<file path="src/rtl/pspv_pkg.sv">
// package for the pitched sample playback voice
// holds shared types, widths and constants; no dependencies
package pspv_pkg;

   localparam int SAMPLE_BYTES_DEF = 65536;

   localparam int DIV_NUM_W = 40;
   localparam int DIV_DEN_W = 22;

   localparam int PITCH_Q_W = 38;
   localparam int RATE_Q_W  = 30;
   localparam int LEFT_W    = 23;

   localparam logic [LEFT_W-1:0] LEFT_MAX     = 23'd8388607;
   localparam logic [16:0]       OUT_RATE_RST = 17'd16000;
   localparam logic [21:0]       BASE_RST     = 22'd112640;
   localparam logic [13:0]       IN_RATE_HI   = 14'd16000;
   localparam logic [13:0]       IN_RATE_LO   = 14'd8000;
   localparam logic [9:0]        MS_PER_S     = 10'd1000;
   localparam logic [6:0]        VEL_FULL     = 7'd127;

   // reciprocals for the constant divides: x/1000 as (x>>3)*R125>>37, x/127 as x*R127>>30
   localparam logic [30:0]       RECIP_125    = 31'd1099511628;
   localparam logic [23:0]       RECIP_127    = 24'd8454661;

   typedef enum logic [1:0] {
      MODE_LOAD = 2'd0,
      MODE_NOTE = 2'd1,
      MODE_TICK = 2'd2
   } mode_type;

   typedef enum logic [2:0] {
      REG_OUTPUT_RATE = 3'd0,
      REG_SAMPLE_FMT  = 3'd1,
      REG_LOOP_EN     = 3'd2,
      REG_LEN_BYTES   = 3'd3,
      REG_BASE_FREQ   = 3'd4
   } reg_index_type;

   typedef enum logic [3:0] {
      S_IDLE,
      S_LEN,
      S_LEN_Q,
      S_PITCH,
      S_RATE,
      S_MUL,
      S_MOD,
      S_RD_LO,
      S_RD_HI,
      S_DECODE,
      S_SCALE,
      S_SCALE_Q,
      S_PUSH
   } state_type;

   typedef struct packed {
      logic                 start;
      logic [DIV_NUM_W-1:0] dividend;
      logic [DIV_DEN_W-1:0] divisor;
   } div_req_type;

   typedef struct packed {
      logic                 done;
      logic [DIV_NUM_W-1:0] quotient;
      logic [DIV_DEN_W-1:0] remainder;
   } div_rsp_type;

endpackage

</file>
<file path="src/rtl/pspv_div.sv">
// shared restoring divider, one quotient bit per cycle
// depends on pspv_pkg
module pspv_div import pspv_pkg::*; (
   input  logic        clock,
   input  logic        reset,
   input  div_req_type req,
   output div_rsp_type rsp
);

   localparam int CNT_W = $clog2(DIV_NUM_W + 1);

   logic [DIV_NUM_W-1:0] num_ff, num_in;
   logic [DIV_DEN_W-1:0] rem_ff, rem_in;
   logic [DIV_DEN_W-1:0] den_ff;
   logic [CNT_W-1:0]     cnt_ff, cnt_in;
   logic                 done_ff, done_in;
   logic [DIV_DEN_W:0]   trial;
   logic [DIV_DEN_W:0]   diff;
   logic                 ge;

   always_comb begin
      trial  = {rem_ff, num_ff[DIV_NUM_W-1]};
      ge     = trial >= {1'b0, den_ff};
      diff   = trial - {1'b0, den_ff};
      rem_in = ge ? diff[DIV_DEN_W-1:0] : trial[DIV_DEN_W-1:0];
      num_in = {num_ff[DIV_NUM_W-2:0], ge};
      cnt_in = cnt_ff - CNT_W'(1);
      done_in = (cnt_ff == CNT_W'(1));
   end

   always_ff @(posedge clock) begin
      if (reset) begin
         cnt_ff  <= '0;
         done_ff <= 1'b0;
      end else if (req.start) begin
         cnt_ff  <= CNT_W'(DIV_NUM_W);
         done_ff <= 1'b0;
      end else if (cnt_ff != '0) begin
         cnt_ff  <= cnt_in;
         done_ff <= done_in;
      end else begin
         done_ff <= 1'b0;
      end
   end

   always_ff @(posedge clock) begin
      if (req.start) begin
         num_ff <= req.dividend;
         rem_ff <= '0;
         den_ff <= req.divisor;
      end else if (cnt_ff != '0) begin
         num_ff <= num_in;
         rem_ff <= rem_in;
      end
   end

   assign rsp.done      = done_ff;
   assign rsp.quotient  = num_ff;
   assign rsp.remainder = rem_ff;

endmodule

</file>
<file path="config.mk">
export PLATFORM = sky130hd
export DESIGN_NAME = pspv_div
export DESIGN_NICKNAME = d
export VERILOG_FILES = /design/src/rtl/pspv_pkg.sv /design/src/rtl/pspv_div.sv
export SDC_FILE = /design/constraint.sdc
export NUM_CORES = 1
export LEC_CHECK = 0
export BUFFER_PORTS_ARGS = -buffer_cell sky130_fd_sc_hd__buf_4
export CELL_PAD_IN_SITES_DETAIL_PLACEMENT = 0
export CELL_PAD_IN_SITES_GLOBAL_PLACEMENT = 1
export CORE_MARGIN = 2
export CORE_UTILIZATION = 40
export DETAILED_ROUTE_END_ITERATION = 8
export PLACE_DENSITY = 0.84
export SYNTH_ARGS = -nofsm -noshare
export SYNTH_HDL_FRONTEND = slang
export SYNTH_SLANG_ARGS = --single-unit
</file>
<file path="constraint.sdc">
create_clock -name clock -period 2.87 [get_ports clock]
set_clock_uncertainty 0.05 [all_clocks]
set_input_delay 0.1435 -clock clock [delete_from_list [all_inputs] [get_ports clock]]
set_output_delay 0.1435 -clock clock [all_outputs]
set_load 0.005 [all_outputs]
</file>
# Word level (Yosys, flattened, before mapping)

Cells that the tools add are included.

$add $sub $neg: 2
Magnitude comparators: 1
Eq/ne operators: 1
Multiplexer cells: 5
Bitwise operators: 1
Reductions and logical operators: 4

Operator list:

| operator                                            | number |
|---|---|
| two-way mux 40 bit                                  | 2 |
| greater-or-equal comparator 23 x 22 -> 1 bit        | 1 |
| two-way mux 22 bit                                  | 1 |
| subtractor 22 bit                                   | 1 |
| two-way mux 6 bit                                   | 2 |
| equality test 6 x 1 -> 1 bit, second input constant | 1 |
| nonzero test 6 bit                                  | 1 |
| subtractor 6 x 1 -> 6 bit, second input constant    | 1 |
| OR reduction 3 bit                                  | 1 |
| nonzero test 2 bit                                  | 1 |
| OR reduction 2 bit                                  | 1 |
| NOT 1 bit                                           | 1 |

Register bits after elaboration: 91
Word-level logic and storage cells: 20

# Logic depth before layout (Yosys ltp)

Depth in word-level cells: 3
Gate-level depth with buffers: 11

# Least setup slack after synthesis

OpenSTA, ideal clock, no wires.

Path kind: register to register
Start point: register rem_ff[17]
End point: register num_ff[0], data pin
Setup time: 0.260 ns
Data arrival time: 2.352 ns
Path slack: 0.208 ns
Stages on the path, launching flop included: 11
Buffers on the path: 2
Cells stage by stage: dfxtp_1 -> ha_1 -> buf_6 -> and3_4 -> and2_4 -> a221o_1 -> a211o_1 -> o21ai_4 -> buf_6 -> nand2_1 -> mux2_2

Word-level cells in the longest chain between the ends: 3

RTL lines:

| item                                         | RTL line       | text |
|---|---|---|
| start, declared                              | pspv_div.sv:13 | `logic [DIV_DEN_W-1:0] rem_ff, rem_in;` |
| start signal, assigned                       | pspv_div.sv:53 | `rem_ff <= rem_in;` |
| greater-or-equal comparator 23 x 22 -> 1 bit | pspv_div.sv:23 | `ge = trial >= {1'b0, den_ff};` |
| two-way mux 40 bit                           | pspv_div.sv:51 | `end else if (cnt_ff != '0) begin` |
| two-way mux 40 bit                           | pspv_div.sv:47 | `if (req.start) begin` |
| end signal, assigned                         | pspv_div.sv:48 | `num_ff <= req.dividend;` |
| end signal, assigned                         | pspv_div.sv:52 | `num_ff <= num_in;` |
| end, declared                                | pspv_div.sv:12 | `logic [DIV_NUM_W-1:0] num_ff, num_in;` |

No other way between the ends. The select of a mux whose other input is x is not followed.
A chain may end at the register's enable or synchronous reset.

# Worst setup path in the final report

Start point: register den_ff[3]
End point: register rem_ff[17]

Word-level cells in the longest chain between the ends: 2
Elaborated cells on any way between the ends: 3

RTL lines:

| item                                                                              | RTL line                       | text |
|---|---|---|
| start, declared                                                                   | pspv_div.sv:14                 | `logic [DIV_DEN_W-1:0] den_ff;` |
| start signal, assigned                                                            | pspv_div.sv:50                 | `den_ff <= req.divisor;` |
| subtractor 22 bit or greater-or-equal comparator 23 x 22 -> 1 bit (tied branches) | pspv_div.sv:24, pspv_div.sv:23 |  |
| two-way mux 22 bit (*)                                                            | pspv_div.sv:25                 | `rem_in = ge ? diff[DIV_DEN_W-1:0] : trial[DIV_DEN_W-1:0];` |

Mark *: on every way between the ends. The rest lies on a longest branch, timed or not.

==> results.yml <==
status:
  status: "completed"
synth:
  muxShareOfSynthArea_pct: 8.99
  yosysUniqueCellTypes: 63
  synth_top_area_share_pct: 37.2
  synth_seq_cells: 91
  synthArstFlopShare_pct: 0
  avgSynthCellArea_um2: 11.0
  synth_top_family_by_area: "compound AO/OA/AOI/OAI gates"
  yosysMostFrequentCell: "edfxtp_1"
  synth_warnings: 0
  synth_compound_area_share_pct: 17.0
  netlist_instances: 455
  synth-edff-count: 62
  syn_area_um2: 5010
  yosysTopAreaCell: "edfxtp_1"
  synth_seq_area_share_pct: 48.8
  yosys.area_share.simple_pct: 11.1
  synth_fa_ha_area_share_pct: 6.65
  synth_area_leaders: "edfxtp_1 (37%), dfxtp_1 (12%), mux2_2 (9.0%), ha_1 (6.2%), o21ai_0 (2.5%)"
  yosys.area_share.xor_xnor_pct: 2.80
  synth_commonest_cells: "edfxtp_1 (62), mux2_2 (40), nor2_1 (32)"
  ys.flop_type: "edfxtp_1"
  synth_nets: 546
routing:
  wire_per_inst_um: 16.4
  antenna_left: 0
  vias: 4218
  dr.pass1.iters: 4
  routed_wl_um: 13000
  dr.first_iter.drc_count: 315
  vias_per_cell: 5.33
  drc_errors: 0
sta:
  setup_viol: 0
  layout_min_cycle_time_ns: 2.75
  hold_viol: 0
  rsz0062_at_grt: "false"
  slew_violations: 0
  tightest_slew_ns: 0.629
  max_clock_freq_mhz: 364
  min_period_over_period_pct: 95.7
  finalSetupTns_ns: 0
  slew_headroom_pct: 58.1
cts:
  clock_path_buffers: 2
  cts_sinks: 91
  htreeDepth: 3
  path_clk_slew_ns: 0.07
  clock_latency_ns: 0.34
  clock_tree.root_cell: "clkbuf_16"
  numCtsBuffers: 9
  cts_tree: "yes"
floorplan:
  rows: 40
  initial_core_util_pct: 41.4
  core_area_um2: 12100
  ioPinCount: 128
  die_h_um: 116
  dieArea_um2: 13400
  die_w_um: 116
critical_path:
  critPathArrivalTime_ns: 2.97
  cp.required_ns: 3.09
  start_kind: "flip-flop"
  crit_path_end_kind: "flip-flop"
  cp_max_fo: 5
  crit_type: "flip-flop to flip-flop"
place:
  gp_congestion: 0.817
  place_inst: 752
  dp_hpwl_um: 9400
  port_buffers: 127
grt:
  antenna_found_initial: 0
  first_global_vias: 4144
  grt_start_max_net_pins: 52
  grt_pass1_wl_um: 20700
  grt-ovfl-total: 0
  track_usage_pct: 19.8
cells_and_area:
  num_antenna_cells: 0
  syn2layout_area_growth_pct: 35.4
  instances_no_fill: 791
  drive_gt1_share_pct: 35.3
  nNetsFinal: 709
pwr:
  p_per_area_nw_per_um2: 693
  leakagePower_uw: 0.00292
  total_power_uw: 4700
  vdd_drop_max_v: 0.000478
min_path:
  worst_hold_path_type: "primary input to flip-flop"
job:
  maxCapViolCount: 0
kinds of logic (layout without fill, tap and decap cells):
family,Yosys count,count (layout)
AO/OA/AOI/OAI,122,122
AND/OR/NAND/NOR,108,108
flip-flops,91,91
buffers and inverters,52,220
multiplexers,40,40
adder cells (fa/ha/maj),26,26
XOR/XNOR,16,16
placed cells by master, fill, tap and decap left out, types with 5 or more instances in the layout:
cell type and count:
buf_4 149, edfxtp_1 62, mux2_2 40, nor2_1 32
inv_1 30, dfxtp_1 29, ha_1 25, o21ai_0 23
dlygate4sd3_1 23, a21oi_1 20, nand3_1 19, nand2_1 16
xnor2_1 12, a311oi_1 11, nor3_1 9, clkbuf_16 9
a21o_1 7, o211ai_1 6, o22ai_1 5
per-stage QoR:
| stage | setup WS, ns | hold WS, ns | utilization (%) | instance area (um^2) |
|---|---|---|---|---|
| 2_1_floorplan | 0.208 | 0.166 | - | 5010 |
| 3_3_place_gp | 0.136 | 0.272 | 51.7 | 6260 |
| 3_5_place_dp | 0.0547 | 0.273 | 51.7 | 6260 |
| 4_1_cts | 0.0395 | 0.0314 | 55.8 | 6760 |
| 5_1_grt | 0.00578 | 0.0311 | 56.0 | 6780 |
| 6_report | 0.123 | 0.0473 | 56.0 | 6780 |
power by group:
part / internal, uW / switching (uW) / leakage, uW / total (uW)
registers: 1670 / 167 / 0.000870 / 1840
logic: 888 / 862 / 0.00192 / 1750
clock network: 594 / 522 / 0.000126 / 1120
total: 3150 / 1550 / 0.00292 / 4700
worst max-delay path: stages (launching register included):
cell and delay (ns):
edfxtp_1 0.33, inv_1 0.04, ha_1 0.35, a21o_1 0.21, a21oi_1 0.29, a21oi_1 0.18, a211oi_1 0.40, or4bb_1 0.53
o2111a_1 0.15, o21ai_1 0.14
metal layers:
layer	GRT usage [%]	vias up	wire length, um
met1	25.4	2006	5650
met4	5.24	0	125
met3	7.27	8	1100
li1	-	2050	-
met5	0	-	0
met2	31.9	154	6130
sequential cells by signal (all words and copies together), names as in the netlist:
signal / count
num_ff: 40
rem_ff: 22
den_ff: 22
cnt_ff: 6
done_ff: 1
area by class of cell:
cell class                      instances  area [um^2]
Fill cell                            1103         5330
Sequential cell                        91         2440
Multi-Input combinational cell        312         2350
Timing Repair Buffer                  174         1390
Clock buffer                           11          233
Tap cell                              168          210
Inverter                               30          113
Clock inverter                          5         41.3
final timing paths:
| check | startpoint | end | slack, ns | cells after the start |
|---|---|---|---|---|
| max | den_ff[3] | rem_ff[17] | 0.12 | 9 |
| min | req[56] | num_ff[34] | 0.05 | 2 |
| min reg2reg | cnt_ff[1] | cnt_ff[1] | 0.48 | 2 |
| max reg2reg | den_ff[3] | rem_ff[17] | 0.12 | 9 |
timing repair:
action,CTS,global route
setup endpoints to repair,0,19
hold buffers,23,0
gates resized for setup,0,7
buffers inserted,0,0
hold endpoints to repair,28,0
Note: power is estimated with default switching activity, not from simulation.
